===== config.mk =====
export PLATFORM = sky130hd
export DESIGN_NAME = sliding_window_average_flat
export DESIGN_NICKNAME = d
export VERILOG_FILES = /design/src/hdl/swa_pkg.sv /design/src/hdl/swa_stream_if.sv /design/src/hdl/sliding_window_average.sv /design/src/hdl/swa_divider.sv /design/src/flat_wrapper.sv
export SDC_FILE = /design/constraint.sdc
export NUM_CORES = 1
export LEC_CHECK = 0
export BUFFER_PORTS_ARGS = -buffer_cell sky130_fd_sc_hd__buf_2
export CORE_MARGIN = 2
export CORE_UTILIZATION = 42
export CTS_BUF_LIST = sky130_fd_sc_hd__clkbuf_4
export DETAILED_ROUTE_END_ITERATION = 16
export HOLD_SLACK_MARGIN = 0.08
export PLACE_DENSITY = 0.66
export SLEW_MARGIN = 5
export SYNTH_ARGS = -nofsm -noshare
export SYNTH_HDL_FRONTEND = slang
export SYNTH_SLANG_ARGS = --single-unit

===== constraint.sdc =====
create_clock -name clk -period 5.7 [get_ports clk]
set_input_delay 0.855 -clock clk [delete_from_list [all_inputs] [get_ports clk]]
set_output_delay 0.855 -clock clk [all_outputs]
set_load 0.01 [all_outputs]

===== src/hdl/swa_pkg.sv =====
// Shared types and constants for the sliding window average block.
package swa_pkg;

  localparam int WINDOW_MAX_DEF    = 64;
  localparam int SAMPLE_BITS_DEF   = 16;
  localparam int FRACTION_BITS_DEF = 8;

  localparam int LEN_REG_BITS = 7;
  localparam int SUM_OUT_BITS = 22;
  localparam int AVG_OUT_BITS = 24;

  localparam logic [LEN_REG_BITS-1:0] LEN_RESET = LEN_REG_BITS'(5);

  typedef enum logic [1:0] {
    ST_IDLE,
    ST_UPDATE,
    ST_DIVIDE,
    ST_EMIT
  } swa_state_t;

  typedef struct packed {
    logic signed [SUM_OUT_BITS-1:0] window_sum;
    logic signed [AVG_OUT_BITS-1:0] average_q8;
  } swa_result_t;

endpackage


===== src/hdl/swa_stream_if.sv =====
// Valid/ready channel carrying one payload word.
interface swa_stream_if #(
  parameter type payload_t = logic
);
  logic     valid;
  logic     ready;
  payload_t data;

  modport source (output valid, output data, input ready);
  modport sink (input valid, input data, output ready);
endinterface


===== src/hdl/sliding_window_average.sv =====
// Sliding window average top level: ring memory, running sum and result register.
//
// Channels: window_cfg takes a 7-bit window length (0 acts as 1, lengths above
// WINDOW_MAX act as WINDOW_MAX); each write restarts window filling. samples
// takes one signed sample word per handshake. results gives one word per
// sample once the window is full: the window sum and sum*2^FRACTION_BITS
// divided by the length, truncated toward zero.
// Each sample passes through the ring read at acceptance, the sum update and
// ring write, the bit-serial divider over DIV_BITS = SAMPLE_BITS +
// clog2(WINDOW_MAX) + FRACTION_BITS bits, the hand-over of the quotient and
// the load of the result register; the next sample is accepted only once the
// block is back in idle. Samples that only fill the window skip the divider
// and return to idle after the sum update and ring write.
// Reset clears the pointer, fill count and sum and sets the length to 5; ring
// contents stay undefined and are never used before being written.
// A stalled receiver holds the result register; the next sample is still
// accepted and processed, and the block waits to load its result until the
// previous one is taken.
module sliding_window_average
  import swa_pkg::*;
#(
  parameter int WINDOW_MAX    = WINDOW_MAX_DEF,
  parameter int SAMPLE_BITS   = SAMPLE_BITS_DEF,
  parameter int FRACTION_BITS = FRACTION_BITS_DEF
) (
  input logic         clk,
  input logic         rst,
  swa_stream_if.sink   window_cfg,
  swa_stream_if.sink   samples,
  swa_stream_if.source results
);

  localparam int PTR_BITS = $clog2(WINDOW_MAX);
  localparam int LEN_BITS = $clog2(WINDOW_MAX + 1);
  localparam int SUM_BITS = SAMPLE_BITS + PTR_BITS;
  localparam int DIV_BITS = SUM_BITS + FRACTION_BITS;

  logic signed [SAMPLE_BITS-1:0] ring [WINDOW_MAX];
  logic signed [SAMPLE_BITS-1:0] ring_rdata;
  logic signed [SAMPLE_BITS-1:0] sample_reg;
  logic signed [SAMPLE_BITS-1:0] sample_in;

  logic [LEN_REG_BITS-1:0] window_len;
  logic [LEN_BITS-1:0]     eff_len;
  logic [PTR_BITS-1:0]     write_pointer;
  logic [PTR_BITS-1:0]     old_addr;
  logic [PTR_BITS-1:0]     write_pointer_next;
  logic [LEN_BITS-1:0]     fill_count;
  logic [LEN_BITS-1:0]     fill_count_next;
  logic signed [SUM_BITS-1:0] running_sum;
  logic signed [SUM_BITS-1:0] running_sum_next;
  logic [SUM_BITS-1:0]     sum_mag;
  logic                    full;
  logic                    has_result;

  swa_state_t state, state_next;
  logic       div_start;
  logic       div_done;
  logic signed [DIV_BITS:0] div_quotient;
  logic       out_load;
  logic       out_valid;
  swa_result_t out_data;
  logic       in_accept;

  assign sample_in = SAMPLE_BITS'(samples.data);
  assign in_accept = samples.valid && samples.ready;
  assign window_cfg.ready = 1'b1;

  always_comb begin
    if (window_len == '0) begin
      eff_len = LEN_BITS'(1);
    end else if (int'(window_len) > WINDOW_MAX) begin
      eff_len = LEN_BITS'(WINDOW_MAX);
    end else begin
      eff_len = LEN_BITS'(window_len);
    end
  end

  always_comb begin
    if (int'(write_pointer) >= int'(eff_len)) begin
      old_addr = PTR_BITS'(int'(write_pointer) - int'(eff_len));
    end else begin
      old_addr = PTR_BITS'(int'(write_pointer) + WINDOW_MAX - int'(eff_len));
    end
    if (int'(write_pointer) == WINDOW_MAX - 1) begin
      write_pointer_next = '0;
    end else begin
      write_pointer_next = write_pointer + 1'b1;
    end
    full             = fill_count >= eff_len;
    fill_count_next  = full ? fill_count : fill_count + 1'b1;
    has_result       = full || (fill_count_next == eff_len);
    running_sum_next = running_sum - (full ? SUM_BITS'(ring_rdata) : SUM_BITS'(0))
                       + SUM_BITS'(sample_reg);
    sum_mag          = running_sum_next[SUM_BITS-1] ? SUM_BITS'(-running_sum_next)
                                                    : SUM_BITS'(running_sum_next);
  end

  always_ff @(posedge clk) begin
    if (in_accept) begin
      ring_rdata <= ring[old_addr];
      sample_reg <= sample_in;
    end
    if (state == ST_UPDATE) begin
      ring[write_pointer] <= sample_reg;
    end
  end

  always_ff @(posedge clk) begin
    if (rst) begin
      window_len    <= LEN_RESET;
      write_pointer <= '0;
      fill_count    <= '0;
      running_sum   <= '0;
    end else if (window_cfg.valid) begin
      window_len    <= LEN_REG_BITS'(window_cfg.data);
      write_pointer <= '0;
      fill_count    <= '0;
      running_sum   <= '0;
    end else if (state == ST_UPDATE) begin
      write_pointer <= write_pointer_next;
      fill_count    <= fill_count_next;
      running_sum   <= running_sum_next;
    end
  end

  always_ff @(posedge clk) begin
    if (rst) begin
      state <= ST_IDLE;
    end else begin
      state <= state_next;
    end
  end

  always_comb begin
    state_next    = state;
    samples.ready = 1'b0;
    div_start     = 1'b0;
    out_load      = 1'b0;
    unique case (state)
      ST_IDLE: begin
        samples.ready = 1'b1;
        if (samples.valid) begin
          state_next = ST_UPDATE;
        end
      end
      ST_UPDATE: begin
        if (has_result) begin
          div_start  = 1'b1;
          state_next = ST_DIVIDE;
        end else begin
          state_next = ST_IDLE;
        end
      end
      ST_DIVIDE: begin
        if (div_done) begin
          state_next = ST_EMIT;
        end
      end
      ST_EMIT: begin
        if (!out_valid || results.ready) begin
          out_load   = 1'b1;
          state_next = ST_IDLE;
        end
      end
      default: state_next = ST_IDLE;
    endcase
  end

  swa_divider #(
    .DIV_BITS (DIV_BITS),
    .LEN_BITS (LEN_BITS)
  ) u_divider (
    .clk      (clk),
    .rst      (rst),
    .start    (div_start),
    .dividend (DIV_BITS'(sum_mag) << FRACTION_BITS),
    .divisor  (eff_len),
    .negative (running_sum_next[SUM_BITS-1]),
    .done     (div_done),
    .quotient (div_quotient)
  );

  always_ff @(posedge clk) begin
    if (rst) begin
      out_valid <= 1'b0;
    end else if (out_load) begin
      out_valid <= 1'b1;
    end else if (results.ready) begin
      out_valid <= 1'b0;
    end
  end

  always_ff @(posedge clk) begin
    if (out_load) begin
      out_data.window_sum <= SUM_OUT_BITS'(running_sum);
      out_data.average_q8 <= AVG_OUT_BITS'(div_quotient);
    end
  end

  assign results.valid = out_valid;
  assign results.data  = out_data;

`ifndef ASSERT_OFF
  a_accept_to_update: assert property (@(posedge clk) disable iff (rst)
    in_accept |=> state == ST_UPDATE)
    else $error("sample accepted without entering update");

  a_fill_bound: assert property (@(posedge clk) disable iff (rst)
    fill_count <= eff_len)
    else $error("fill count beyond window length");

  a_done_in_divide: assert property (@(posedge clk) disable iff (rst)
    div_done |-> state == ST_DIVIDE)
    else $error("divider finished outside divide state");

  a_load_free: assert property (@(posedge clk) disable iff (rst)
    out_load |-> (!out_valid || results.ready))
    else $error("result register overwritten while held");
`endif

endmodule


===== src/hdl/swa_divider.sv =====
// Restoring divider, one quotient bit per cycle, signed result from a magnitude.
module swa_divider
  import swa_pkg::*;
#(
  parameter int DIV_BITS = 30,
  parameter int LEN_BITS = 7
) (
  input  logic                       clk,
  input  logic                       rst,
  input  logic                       start,
  input  logic [DIV_BITS-1:0]        dividend,
  input  logic [LEN_BITS-1:0]        divisor,
  input  logic                       negative,
  output logic                       done,
  output logic signed [DIV_BITS:0]   quotient
);

  localparam int CNT_BITS = $clog2(DIV_BITS + 1);

  logic                busy;
  logic [CNT_BITS-1:0] cnt;
  logic [DIV_BITS-1:0] acc;
  logic [LEN_BITS-1:0] rem;
  logic [LEN_BITS-1:0] dvs;
  logic                neg;

  logic [LEN_BITS:0]   rem_shift;
  logic                ge;
  logic [LEN_BITS-1:0] rem_next;
  logic [DIV_BITS-1:0] acc_next;
  logic signed [DIV_BITS:0] mag;

  always_comb begin
    rem_shift = {rem, acc[DIV_BITS-1]};
    ge        = rem_shift >= {1'b0, dvs};
    rem_next  = ge ? LEN_BITS'(rem_shift - {1'b0, dvs}) : LEN_BITS'(rem_shift);
    acc_next  = {acc[DIV_BITS-2:0], ge};
  end

  always_ff @(posedge clk) begin
    if (rst) begin
      busy <= 1'b0;
      done <= 1'b0;
      cnt  <= '0;
    end else begin
      done <= 1'b0;
      if (start) begin
        busy <= 1'b1;
        cnt  <= CNT_BITS'(DIV_BITS);
      end else if (busy) begin
        cnt <= cnt - 1'b1;
        if (cnt == CNT_BITS'(1)) begin
          busy <= 1'b0;
          done <= 1'b1;
        end
      end
    end
  end

  always_ff @(posedge clk) begin
    if (start) begin
      acc <= dividend;
      rem <= '0;
      dvs <= divisor;
      neg <= negative;
    end else if (busy) begin
      acc <= acc_next;
      rem <= rem_next;
    end
  end

  assign mag      = $signed({1'b0, acc});
  assign quotient = neg ? -mag : mag;

endmodule

===== src/flat_wrapper.sv =====
// flat-port wrapper written by rule: the top's interface ports become plain ports
module sliding_window_average_flat import swa_pkg::*;
#(
  parameter int WINDOW_MAX    = WINDOW_MAX_DEF,
  parameter int SAMPLE_BITS   = SAMPLE_BITS_DEF,
  parameter int FRACTION_BITS = FRACTION_BITS_DEF
)
  (clk, rst, window_cfg_valid, window_cfg_data, window_cfg_ready, samples_valid, samples_data, samples_ready, results_valid, results_data, results_ready);
  swa_stream_if window_cfg_i ();
  swa_stream_if samples_i ();
  swa_stream_if results_i ();
  input logic clk;
  input logic rst;
  input wire logic [$bits(window_cfg_i.valid)-1:0] window_cfg_valid;
  input wire logic [$bits(window_cfg_i.data)-1:0] window_cfg_data;
  output wire logic [$bits(window_cfg_i.ready)-1:0] window_cfg_ready;
  input wire logic [$bits(samples_i.valid)-1:0] samples_valid;
  input wire logic [$bits(samples_i.data)-1:0] samples_data;
  output wire logic [$bits(samples_i.ready)-1:0] samples_ready;
  output wire logic [$bits(results_i.valid)-1:0] results_valid;
  output wire logic [$bits(results_i.data)-1:0] results_data;
  input wire logic [$bits(results_i.ready)-1:0] results_ready;
  assign window_cfg_i.valid = window_cfg_valid;
  assign window_cfg_i.data = window_cfg_data;
  assign window_cfg_ready = window_cfg_i.ready;
  assign samples_i.valid = samples_valid;
  assign samples_i.data = samples_data;
  assign samples_ready = samples_i.ready;
  assign results_valid = results_i.valid;
  assign results_data = results_i.data;
  assign results_i.ready = results_ready;
  sliding_window_average #(.WINDOW_MAX(WINDOW_MAX), .SAMPLE_BITS(SAMPLE_BITS), .FRACTION_BITS(FRACTION_BITS)) u_core (.clk(clk), .rst(rst), .window_cfg(window_cfg_i), .samples(samples_i), .results(results_i));
endmodule

**After elaboration in Yosys (flattened, before gate mapping)**

Memory sizes are Yosys's and may differ from the RTL's. A register that Yosys moved wholly into a read port is not among the register bits.
Cells that the tools add are included.

- Input port bits: 7
- Output and inout bits: 4
- Memories: 1
- Word-level logic and storage cells: 87
- Bits in writable memories: 64
- Flip-flop bits (word level): 110

Memories:

| memory | depth | bits a word | read ports | clocked after memory_dff | wr ports | RTL line | source |
|---|---|---|---|---|---|---|---|
| u_core.ring | 64 | 1 | 1 | 1 | 1 | sliding_window_average.sv:38 | `logic signed [SAMPLE_BITS-1:0] ring [WINDOW_MAX];` |

- $add $sub $neg: 11
- Eq/ne operators: 9
- Mux-type cells: 31
- Magnitude comparators: 4
- Reduce and logical (&&, ||, !) cells: 12
- Bitwise operators: 1

Operators with widths:

| kind | count |
|---|---|
| 30-bit two-way mux | 2 |
| 22-bit two-way mux | 2 |
| 7-bit two-way mux | 4 |
| 22-bit by 2-bit adder with 22-bit output | 1 |
| 22-bit negator | 1 |
| 22-bit subtractor | 1 |
| 1-bit two-way mux | 14 |
| 6-bit by 1-bit adder with 6-bit output (second input constant) | 2 |
| 6-bit two-way mux | 2 |
| 6-bit subtractor | 2 |
| 5-bit two-way mux | 2 |
| 8-bit by 7-bit greater-or-equal comparator with 1-bit output | 1 |
| 2-bit two-way mux | 4 |
| 2-bit one-hot mux with 4 select lines | 1 |
| 7-bit by 1-bit adder with 7-bit output (second input constant) | 1 |
| 7-bit equality test | 1 |
| 6-bit by 7-bit greater-or-equal comparator with 1-bit output | 1 |
| 7-bit greater-or-equal comparator | 1 |
| 3-bit by 7-bit greater-than comparator with 1-bit output (second input constant) | 1 |
| 7-bit zero test | 1 |
| 7-bit subtractor | 1 |
| 6-bit by 1-bit equality test with 1-bit output (second input constant) | 1 |
| 5-bit by 1-bit equality test with 1-bit output (second input constant) | 1 |
| 5-bit by 1-bit subtractor with 5-bit output (second input constant) | 1 |
| other kinds (14) | 19 |

**Logic depth before layout (Yosys ltp)**

Gate-level depths: netlist of run 1.

- Depth in word-level cells: 10
- Gate-level depth with buffers: 20
- Depth with buffers taken out: 19

**Cells and area by module**

From an unflattened synthesis of run 1, not the netlist that was laid out.

- Cell total of the unflattened synthesis: 945
- Area, all modules: 9457.8 um2

By module, submodules not included:

| module | area an instance (um2) | times used | sequential area each (um2) | cells each |
|---|---|---|---|---|
| sliding_window_average | 6354.8 | 1 | 2812.7 | 657 |
| swa_divider | 3103.0 | 1 | 1421.4 | 288 |

**Worst setup path before layout of run 1**

No wires, ideal clock.

- Path kind: register to register
- Start: reg u_core.window_len[2]
- End: reg u_core.u_divider.acc[24], data pin
- Stages on the path, launching flop included: 19
- Data required time: 5.439 ns
- Buffers on the path: 0
- Library setup time: 0.261 ns
- Slack: 1.180 ns
- Data arrival time: 4.259 ns
- Clock period less this slack: 4.520 ns
- Path through: dfxtp_1 nand2b_1 ha_1 o31ai_1 nand3_1 and2_1 ha_1 inv_1 ha_1 fa_1 a21o_1 a221o_1 a31o_4 xor2_2 or3b_4 nor4_4 nand2_1 nor4b_1 a311o_1

- Cells in the longest elaborated chain, start to end: 10
- Elaborated cells on any way between the ends: 16
- Those cells by class: add/sub: 3; order compare: 2; eq/ne: 1; mux: 8; reduce/logical: 2

RTL lines:

| element | RTL line | source |
|---|---|---|
| start: declaration | sliding_window_average.sv:43 | `logic [LEN_REG_BITS-1:0] window_len;` |
| start signal: assignment | sliding_window_average.sv:116 | `window_len <= LEN_REG_BITS'(window_cfg.data);` |
| 3-bit by 7-bit greater-than comparator with 1-bit output | sliding_window_average.sv:72 | `end else if (int'(window_len) > WINDOW_MAX) begin` |
| 7-bit two-way mux | sliding_window_average.sv:72 |  |
| 7-bit two-way mux * | sliding_window_average.sv:70 | `if (window_len == '0) begin` |
| net u_core.eff_len[0] | sliding_window_average.sv:44 | `logic [LEN_BITS-1:0] eff_len;` |
| 7-bit greater-or-equal comparator | sliding_window_average.sv:90 | `full = fill_count >= eff_len;` |
| 22-bit two-way mux or 7-bit two-way mux (tied branches) | sliding_window_average.sv:93, sliding_window_average.sv:91 |  |
| 22-bit subtractor or 7-bit equality test (tied branches) | sliding_window_average.sv:93, sliding_window_average.sv:92 |  |
| 22-bit by 2-bit adder with 22-bit output or 1-bit logical OR (tied branches) | sliding_window_average.sv:94, sliding_window_average.sv:92 |  |
| 22-bit negator or 1-bit two-way mux (tied branches) | sliding_window_average.sv:95, sliding_window_average.sv:148 |  |
| 22-bit two-way mux or 1-bit two-way mux (tied branches) | sliding_window_average.sv:95, sliding_window_average.sv:140 |  |
| 30-bit two-way mux * | swa_divider.sv:61 | `if (start) begin` |
| end signal: assignment | swa_divider.sv:62 | `acc <= dividend;` |
| end signal: assignment | swa_divider.sv:67 | `acc <= acc_next;` |
| end: declaration | swa_divider.sv:22 | `logic [DIV_BITS-1:0] acc;` |

Mark *: on every way through the listed nets, which the timed path passes. The rest lies on a longest branch.
A chain may end at the register's enable or synchronous reset.

**Worst setup path after layout of run 1**

Same ends and word-level chain as after synthesis.

==> results by group, run 1 <==
Cells and area
  – Max reg flops: 64
  – Layout cells sized above 1: 0.102
  – Most flop-heavy register: u_core.ring
  – Fin util: 0.453
  – Area growth, synth to finish: 6.69%
  – Largest regs: u_core.ring x64, u_core.u_divider.acc x30, u_core.running_sum x22
  – Post-layout nets: 900

Synth
  – Syn_nets: 918
  – Seq/Total Area, Yosys: 0.466
  – YS warnings: 0
  – Post-synthesis cell count: 875
  – Leading register cell type out of synthesis: edfxtp_1
  – Number of synthesized flops with an enable pin: 91
  – Distinct cells, synth: 67
  – Mean Syn Cell Area: 9.75 um2
  – Async SR Flop Fraction: 0
  – FF+latch count, synth: 153
  – Cell Area, Synth: 8530 um2

STA
  – Fin. Hold Viols: 0
  – TNS Setup: 0 ns
  – RSZ-0062 raised after global routing: no
  – Final Max Tran Viols: 0
  – Slew @ Worst Pin: 1.08 ns
  – Rel. slew slack: 0.281
  – Fin crit period: 5.03 ns
  – F_max: 199 MHz
  – Worst clock skew: 0.0269 ns
  – Final Cycle Share: 0.883
  – Final Setup Violations: 0
  – WHS: 0.480 ns

Global route
  – Congestion Overflow GR: 0
  – Initial antenna violation count: 1
  – First-pass GRT wire length: 30.6 mm
  – Number of global-route vias before repair: 5967
  – Pin count of the biggest net entering global routing: 65
  – Total global-route track usage: 0.177

Run status
  – Status: finished clean

Clock network
  – Post-CTS Setup Bufs: 0
  – CTS Hold Buffers Added: 0
  – CTS buffer count: 17
  – Clock-pin transition on the worst setup and hold timing paths: 0.16 ns
  – Clock Latency Late Sink: 0.58 ns
  – CTS tree: done
  – Htree depth: 4
  – Clock tree buffer depth: 2
  – CTS root buf: clkbuf_4
  – PostCTS Resize Cnt: 0
  – Num Clock Sinks: 153

Floorplanning
  – Core Region: 20100 um2
  – # IOs: 11
  – Row cnt: 52
  – Die ar.: 21500 um2
  – Die height: 147 um
  – Die W: 147 um
  – Initial Util: 0.424

Worst setup path
  – Crit end category: flip-flop
  – Worst setup path category: reg2reg
  – Reg2Reg Setup Slack: 0.67 ns
  – Critical path data arrival time: 5.37 ns
  – Crit-path max FO: 5
  – CP required: 6.03 ns
  – Startpoint types: flip-flop

Placement
  – Routability cong.: 0.832
  – PortBufs: 9
  – Dpl hpwl: 12.3 mm

Routing
  – Detailed Route Iter0 Violations: 519
  – Via count: 6355
  – Routed WL per cell: 16.1 um
  – DRC errors left: 0
  – DR vias/cell: 5.57
  – Drt total wl: 18.3 mm
  – 1st-pass router iterations: 5
  – Post-route ant nets: 0

Pwr
  – Pwr/cell area: 306 nW/um2
  – Static Leak: 3.12 nW
  – Peak VDD IR: 0.137 mV

Worst hold path
  – Hold Path Class: reg2reg

Job
  – MaxCap Viol Count: 0
-- critical path, cell delays in order, from the launching register on --
cell and delay (ns):
dfxtp_1 0.41, nand2b_1 0.17, ha_1 0.31, o31ai_1 0.19, nand3_1 0.18, and2_1 0.22
ha_1 0.27, inv_1 0.04, ha_1 0.22, fa_1 0.42, a21o_1 0.20, a221o_1 0.35
a31o_4 0.27, xor2_2 0.18, or3b_4 0.45, nor4_4 0.38, nand2_1 0.12, nor4b_1 0.15
a311o_1 0.27
-- Yosys cell counts (8+ instances only) --
cell type  count  area, um2
nor2_1       126        473
and3_1         8       50.1
mux2i_1       12        120
nor3_1        27        135
nand3_1       44        220
a21oi_1       50        250
xnor2_1       27        236
and2_1         8       50.1
dfxtp_1       62       1240
nand2_1       71        267
or3_1          8       50.1
o21ai_0       37        185
clkbuf_1      45        169
xor2_1        13        114
edfxtp_1      91       2730
nand2b_1       8       50.1
ha_1          35        438
mux4_2        21        473
a21o_1        11       82.6
a211oi_1      19        143
inv_1         42        158
-- placed cells by master, fill, tap and decap left out, types with 5 or more instances in the layout --
cell,instances
inv_8,5
o21ai_0,37
nor2_1,126
a211oi_1,19
buf_2,9
clkbuf_4,17
a21oi_1,50
inv_1,42
ha_1,35
o21a_1,6
nor2b_1,5
and3_1,8
a31oi_1,6
xnor2_1,27
mux4_2,21
xor2_1,13
mux2i_1,12
nor3_1,27
nand2_1,71
nand4_1,7
nand3_1,44
buf_4,7
or3_1,8
nor3b_1,5
edfxtp_1,91
a21o_1,11
dfxtp_1,61
clkinv_8,7
nand2b_1,8
and2_1,8
-- per-layer routing --
layer	global-route usage	vias to the layer above	wire, um
met1	0.249	3069	8920
met5	0	-	0
met2	0.279	115	8330
li1	-	3148	-
met3	0.0347	23	800
met4	0.0534	0	281
-- report_power, final --
group | total [mW] | switching (mW) | internal (mW)
registers | 1.29 | 0.0457 | 1.24
clock network | 0.713 | 0.499 | 0.214
logic | 0.786 | 0.461 | 0.325
-- per-stage QoR --
stage | instance area [um2] | instances | power [mW] | setup WS, ns
6_report | 9100 | 1141 | 2.79 | 0.666
5_1_grt | 9100 | 1141 | 2.95 | 0.330
4_1_cts | 9100 | 1140 | 2.81 | 0.652
3_5_place_dp | 8780 | 1108 | 2.10 | 0.682
3_3_place_gp | 8780 | 1108 | 2.09 | 0.813
2_1_floorplan | 8530 | 875 | 1.93 | 1.18
-- final cells by class --
cell class	instances	area [um2]
Antenna cell	1	2.50
Multi-Input combinational cell	627	4210
Timing Repair Buffer	16	97.6
Tap cell	270	338
Inverter	42	158
Clock inverter	15	195
Sequential cell	153	3980
Clock buffer	17	128
Fill cell	1901	11000
-- cell families after synthesis --
kind of cell	synth area share
compound gates	0.132
xor+xnor	0.0430
fa+ha+maj	0.0537
buf+inv	0.0425
flops	0.466
mux	0.0708
other cells	0.000440
simple gates	0.191
-- final timing paths --
check,endpoint,cells past startpoint,from
worst max-delay path,u_core.u_divider.acc[24]$_DFFE_PP_,18,u_core.window_len[2]$_SDFFE_PP1P_
worst min-delay path,u_core.running_sum[21]$_SDFFE_PP0P_,2,u_core.running_sum[21]$_SDFFE_PP0P_
worst max register to register,u_core.u_divider.acc[24]$_DFFE_PP_,18,u_core.window_len[2]$_SDFFE_PP1P_
worst min register to register,u_core.running_sum[21]$_SDFFE_PP0P_,2,u_core.running_sum[21]$_SDFFE_PP0P_
No activity file was read; power rests on OpenSTA's default activity.
==> run 2: changes to the inputs <==
Clock period 5.7 ns to 5.03 ns, I/O delays scaled along.
==> run 2 against run 1 <==
Against the previous run:
- maximum frequency grew 4.0%
- utilization rose by 0.40 points
- clock skew increased by 0.0084 ns
- via count fell by 0.13%
- count of clock-buffer cells in the layout is the same
- cell area up 0.88%
- first-iteration DRC count shrank 15%
- non-clock buffer count grew 8
- final cell count increased by 0.70%
==> results by group, run 2 (same netlist as run 1, synthesis figures left out) <==
Placement
  – PortBufs: 9 (unchanged)
  – Routability cong.: 0.845 (+1.6%)
  – Dpl hpwl: 12.4 mm (+0.91%)

Cells and area
  – Largest regs: u_core.ring x64, u_core.u_divider.acc x30, u_core.running_sum x22
  – Layout cells sized above 1: 0.113 (+0.0105)
  – Post-layout nets: 908 (+0.89%)
  – Commonest non-fill, non-tap cell in the layout: nor2_1
  – Area growth, synth to finish: 7.63%
  – Most frequent cells in the layout: nor2_1 (126), edfxtp_1 (91), nand2_1 (71), dfxtp_1 (61), a21oi_1 (49)
  – Most flop-heavy register: u_core.ring
  – Fillers: 1931 (+1.6%)
  – Max reg flops: 64 (unchanged)

Pwr
  – Combinational power share: 0.286 (+0.004)
  – Clock power share: 0.260 (+0.004)
  – Static Leak: 3.17 nW (+1.6%)
  – Switching Share: 0.363 (+0.00200)
  – Pwr/cell area: 350 nW/um2 (+14%)
  – Reg power frac: 0.454 (-0.008)
  – Tot Pwr: 3.21 mW (+15%)
  – Sw power: 1.17 mW (+16%)
  – Peak VDD IR: 0.168 mV (+22%)
  – Internal power: 2.05 mW (+15%)

Routing
  – 1st-pass router iterations: 4 (-1)
  – Detailed Route Iter0 Violations: 439 (-15%)
  – Drt total wl: 18.3 mm (-0.23%)
  – DR vias/cell: 5.52 (-0.82%)
  – Post-route ant nets: 0 (unchanged)
  – Via count: 6347 (-0.13%)
  – DRC errors left: 0 (unchanged)
  – Routed WL per cell: 15.9 um (-0.92%)

Global route
  – First-pass GRT wire length: 30.5 mm (-0.39%)
  – Number of global-route vias before repair: 5968 (+0.017%)
  – Initial antenna violation count: 1 (unchanged)
  – Pin count of the biggest net entering global routing: 65 (unchanged)
  – Congestion Overflow GR: 0 (unchanged)
  – Total global-route track usage: 0.176 (-0.00114)

Floorplanning
  – Die ar.: 21500 um2 (unchanged)
  – Die height: 147 um (unchanged)
  – # IOs: 11 (unchanged)
  – Initial Util: 0.424 (unchanged)
  – Core Region: 20100 um2 (unchanged)
  – Die W: 147 um (unchanged)
  – Row cnt: 52 (unchanged)

Worst setup path
  – Top cell by count, worst path: ha_1
  – Reg2Reg Setup Slack: 0.19 ns (-0.48 ns)
  – Crit end category: flip-flop
  – Worst setup path category: reg2reg
  – Crit-path max FO: 5 (unchanged)
  – Critical-path cell list: inv_1, ha_1, o31ai_1, nand3_1, and2_1, ha_1, inv_1, ha_1, fa_1, a21o_1, a221o_1, a31o_4, xor2_2, or3b_4, nor4_4, buf_4, o2111ai_1, mux2i_1, nand3_1
  – CP required: 5.37 ns (-0.66 ns)
  – Startpoint types: flip-flop
  – Critical path data arrival time: 5.18 ns (-0.19 ns)
  – CP max stage delay: 0.44 ns (about the same)
  – Worst path slowest cell: or3b_4

Clock network
  – Clock Latency Late Sink: 0.59 ns (about the same)
  – Htree depth: 4 (unchanged)
  – CTS root buf: clkbuf_4
  – Clock tree buffer depth: 2 (unchanged)
  – Num Clock Sinks: 153 (unchanged)
  – CTS tree: done
  – CTS Hold Buffers Added: 0 (unchanged)
  – Clock-pin transition on the worst setup and hold timing paths: 0.17 ns (about the same)
  – CTS buffer count: 17 (unchanged)

STA
  – Final Max Tran Viols: 0 (unchanged)
  – Final Cycle Share: 0.962 (+0.0792)
  – Fin crit period: 4.84 ns (-0.193 ns)
  – WHS: 0.396 ns (-0.0836 ns)
  – TNS Setup: 0 ns (unchanged)
  – Rel. slew slack: 0.287 (+0.00662)
  – Slew @ Worst Pin: 1.07 ns (-0.00992 ns)
  – Fin. Hold Viols: 0 (unchanged)
  – Final Setup Violations: 0 (unchanged)
  – Worst clock skew: 0.0353 ns (+0.00841 ns)
  – F_max: 207 MHz (+4.0%)
  – RSZ-0062 raised after global routing: no

Job
  – MaxCap Viol Count: 0 (unchanged)

Run status
  – Status: finished clean

Worst hold path
  – Hold Path Class: in2reg
[run 2: cell count changes in the layout (fill, tap and decap cells not counted), sizes merged]
cell	change
buf	+8
inv	+2
clkinv	-1
clkinvlp	-1
[run 2: final timing paths]
check / start / endpoint / cells past startpoint
worst max-delay path: u_core.fill_count[0]$_SDFFE_PP0P_ / u_core.u_divider.acc[28]$_DFFE_PP_ / 19
worst min-delay path: samples_data / u_core.sample_reg[0]$_DFFE_PP_ / 1
worst max register to register: u_core.fill_count[0]$_SDFFE_PP0P_ / u_core.u_divider.acc[28]$_DFFE_PP_ / 19
worst min register to register: u_core.running_sum[21]$_SDFFE_PP0P_ / u_core.running_sum[21]$_SDFFE_PP0P_ / 2
[run 2: final cells by class]
cell class	count	area, um2	share of cell area
repair buffers	24	158	0.0172
multi-input cells	627	4220	0.459
diodes	1	2.50	0.000273
well taps	270	338	0.0368
clock buffers	17	128	0.0139
inverters	42	158	0.0172
flip-flops and latches	153	3980	0.433
clock inverters	15	206	0.0225
[run 2: repair_timing]
| action | in CTS | in global routing |
|---|---|---|
| endpoints found under the setup margin | 0 | 4 |
| gates resized for setup | 0 | 2 |
| setup buffers | 0 | 2 |
[run 2: metal layers]
metal	global-route usage	wire length, um	vias to the layer above
li1	-	-	3161
met1	0.256	8960	3048
met2	0.268	8180	116
met3	0.0375	847	22
met4	0.0471	311	0
met5	0	0	-
[run 2: through the flow]
stage / setup slack, ns / cells / area, um2 / util
final: 0.189 / 1149 / 9180 / 0.457
after floorplan: 0.510 / 875 / 8530 / -
after global routing: 0.0175 / 1149 / 9180 / 0.457
after global placement: 0.293 / 1114 / 8820 / 0.439
after CTS: 0.162 / 1146 / 9160 / 0.455
after detailed placement: 0.190 / 1114 / 8820 / 0.439
[run 2: critical path: cells and delay by family (launching register included)]
family	cells	cell delay, ns
compound gates	5	1.16
xor+xnor	1	0.17
fa+ha+maj	4	1.18
buf+inv	3	0.31
flops	1	0.43
mux	1	0.19
simple gates	5	1.17
[run 2: power by group through the flow]
stage / clock (mW) / sequential, mW / combinational, mW
after floorplan: 0 / 1.48 / 0.705
after global placement: 0 / 1.49 / 0.899
after detailed placement: 0 / 1.49 / 0.908
after CTS: 0.857 / 1.46 / 0.912
after global routing: 0.905 / 1.47 / 1.03
final: 0.834 / 1.46 / 0.919
==> run 3: changes to the inputs <==
Settings changed: BUFFER_PORTS_ARGS -buffer_cell sky130_fd_sc_hd__buf_2 to not set, DONT_BUFFER_PORTS set to 1, PLACE_DENSITY 0.66 to 0.65.
==> run 3 against run 2 <==
Against the previous run:
- maximum frequency rose by 2.7%
- worst hold slack got worse by 0.16 ns
- count of clock-buffer cells in the layout did not move
- combinational power fell by 2.5%
- first-iteration DRC count fell by 8.7%
- die area did not move
- global-route usage fell by 0.66 points
- register-to-register slack improved by 0.13 ns
- total power fell by 0.90%
- critical path depth fell by 1
- sequential share of layout area rose by 0.43 points
- via count fell by 1.8%
- critical path type unchanged
- largest cell class unchanged
- largest power group unchanged
==> results by group, run 3 (same netlist as run 1, synthesis figures left out) <==
Floorplanning
  – Row cnt: 52 (unchanged)
  – Initial Util: 0.424 (unchanged)
  – Core Region: 20100 um2 (unchanged)
  – Die ar.: 21500 um2 (unchanged)
  – Die W: 147 um (unchanged)
  – Die height: 147 um (unchanged)
  – # IOs: 11 (unchanged)

Cells and area
  – Largest regs: u_core.ring x64, u_core.u_divider.acc x30, u_core.running_sum x22
  – Most frequent cells in the layout: nor2_1 (126), edfxtp_1 (91), nand2_1 (71), dfxtp_1 (61), a21oi_1 (50)
  – Layout cells sized above 1: 0.0983 (-0.0145)
  – Area growth, synth to finish: 6.57%
  – Max reg flops: 64 (unchanged)
  – Most flop-heavy register: u_core.ring
  – Post-layout nets: 895 (-1.4%)
  – Commonest non-fill, non-tap cell in the layout: nor2_1

Placement
  – Routability cong.: 0.812 (-4.0%)
  – Dpl hpwl: 12.1 mm (-2.6%)
  – PortBufs: 0 (-9)

Pwr
  – Pwr/cell area: 350 nW/um2 (about the same)
  – Combinational power share: 0.282 (-0.004)
  – Internal power: 2.06 mW (+0.82%)
  – Switching Share: 0.352 (-0.0110)
  – Tot Pwr: 3.18 mW (-0.90%)
  – Static Leak: 3.11 nW (-1.9%)
  – Sw power: 1.12 mW (-3.9%)
  – Clock power share: 0.260 (about the same)
  – Peak VDD IR: 0.120 mV (-29%)
  – Reg power frac: 0.458 (+0.004)

STA
  – Final Setup Violations: 0 (unchanged)
  – Fin. Hold Viols: 0 (unchanged)
  – RSZ-0062 raised after global routing: no
  – Final Max Tran Viols: 0 (unchanged)
  – F_max: 212 MHz (+2.7%)
  – Final Cycle Share: 0.937 (-0.0253)
  – TNS Setup: 0 ns (unchanged)
  – Worst clock skew: 0.0426 ns (+0.00729 ns)
  – Rel. slew slack: 0.308 (+0.0213)
  – Slew @ Worst Pin: 1.04 ns (-0.0319 ns)
  – Fin crit period: 4.71 ns (-0.127 ns)

Clock network
  – CTS tree: done
  – CTS buffer count: 17 (unchanged)
  – Clock Latency Late Sink: 0.58 ns (about the same)
  – Num Clock Sinks: 153 (unchanged)
  – CTS root buf: clkbuf_4
  – Clock tree buffer depth: 2 (unchanged)
  – Htree depth: 4 (unchanged)
  – Clock-pin transition on the worst setup and hold timing paths: 0.18 ns (about the same)

Global route
  – Congestion Overflow GR: 0 (unchanged)
  – Number of global-route vias before repair: 5698 (-4.5%)
  – First-pass GRT wire length: 29.2 mm (-4.2%)
  – Total global-route track usage: 0.169 (-0.00660)
  – Pin count of the biggest net entering global routing: 65 (unchanged)
  – Initial antenna violation count: 1 (unchanged)

Worst hold path
  – Hold Path Class: in2reg

Worst setup path
  – Top cell by count, worst path: ha_1
  – CP required: 5.40 ns (+0.03 ns)
  – Buf/Inv on CP: 1 (-2)
  – Critical-path cell list: nand2b_1, ha_1, o31ai_1, nand3_1, and2_1, ha_1, inv_1, ha_1, fa_1, a21o_1, a221o_1, a31o_4, xor2_2, or3b_4, nor4_4, nand2_1, nor4b_1, a311o_1
  – Crit end category: flip-flop
  – Critical path's top delay family: simple AND/OR/NAND/NOR gates
  – Worst path slowest cell: or3b_4
  – Startpoint types: flip-flop
  – Critical path data arrival time: 5.08 ns (-0.10 ns)
  – CP max stage delay: 0.44 ns (about the same)
  – Crit-path max FO: 5 (unchanged)
  – Worst setup path category: reg2reg

Job
  – MaxCap Viol Count: 0 (unchanged)

Routing
  – DR vias/cell: 5.49 (-0.67%)
  – Drt total wl: 17.8 mm (-2.7%)
  – 1st-pass router iterations: 5 (+1)
  – DRC errors left: 0 (unchanged)
  – Routed WL per cell: 15.7 um (-1.5%)
  – Via count: 6233 (-1.8%)
  – Detailed Route Iter0 Violations: 401 (-8.7%)
  – Post-route ant nets: 0 (unchanged)

Run status
  – Status: finished clean
-- run 3: layout make-up --
class                   count  area, um2
well taps                 270        338
inverters                  42        158
multi-input cells         627       4210
flip-flops and latches    153       3980
repair buffers             11       82.6
clock buffers              17        128
fillers                  1913      11000
clock inverters            15        195
diodes                      1       2.50
-- run 3: final timing paths --
check	slack (ns)	start	to	depth (start not counted)
worst max-delay path	0.32	u_core.window_len[2]$_SDFFE_PP1P_	u_core.u_divider.acc[24]$_DFFE_PP_	18
worst min-delay path	0.23	rst	u_core.u_divider.busy$_SDFF_PP0_	1
worst max register to register	0.32	u_core.window_len[2]$_SDFFE_PP1P_	u_core.u_divider.acc[24]$_DFFE_PP_	18
worst min register to register	0.47	u_core.running_sum[0]$_SDFFE_PP0P_	u_core.running_sum[0]$_SDFFE_PP0P_	2
-- run 3: repair_timing --
item | in CTS | in global routing
hold buffers | 0 | 0
buffers inserted | 0 | 0
resized for setup | 0 | 1
setup endpoints to repair | 0 | 1
-- run 3: power by group through the flow --
stage | Sequential, mW | Clock [mW] | Combinational (mW)
detailed placement | 1.49 | 0 | 0.884
finish | 1.46 | 0.827 | 0.896
floorplan | 1.48 | 0 | 0.705
CTS | 1.46 | 0.855 | 0.888
global route | 1.47 | 0.907 | 0.995
global placement | 1.49 | 0 | 0.876
-- run 3: per-layer routing --
metal	global-route usage	wire length, um
met5	0	0
met4	0.0549	269
met3	0.0319	694
met2	0.267	8220
met1	0.237	8630
-- run 3: per-stage QoR --
stage | setup slack (ns) | utilization | cell area (um2) | hold WS [ns] | instances
after floorplan | 0.510 | - | 8530 | 0.431 | 875
after global placement | 0.373 | 0.436 | 8760 | 0.445 | 1103
after detailed placement | 0.304 | 0.436 | 8760 | 0.454 | 1103
after CTS | 0.317 | 0.452 | 9080 | 0.167 | 1135
after global routing | 0.0864 | 0.452 | 9090 | 0.165 | 1136
final | 0.317 | 0.452 | 9090 | 0.232 | 1136
-- run 3: worst reg2reg max path, delay by kind of cell (launching register included) --
| kind | cells | cell delay [ns] |
|---|---|---|
| AO/OA/AOI/OAI | 5 | 1.32 |
| XOR/XNOR | 1 | 0.17 |
| adder cells (fa/ha/maj) | 4 | 1.14 |
| buffers and inverters | 1 | 0.04 |
| flip-flops | 1 | 0.42 |
| AND/OR/NAND/NOR | 7 | 1.44 |
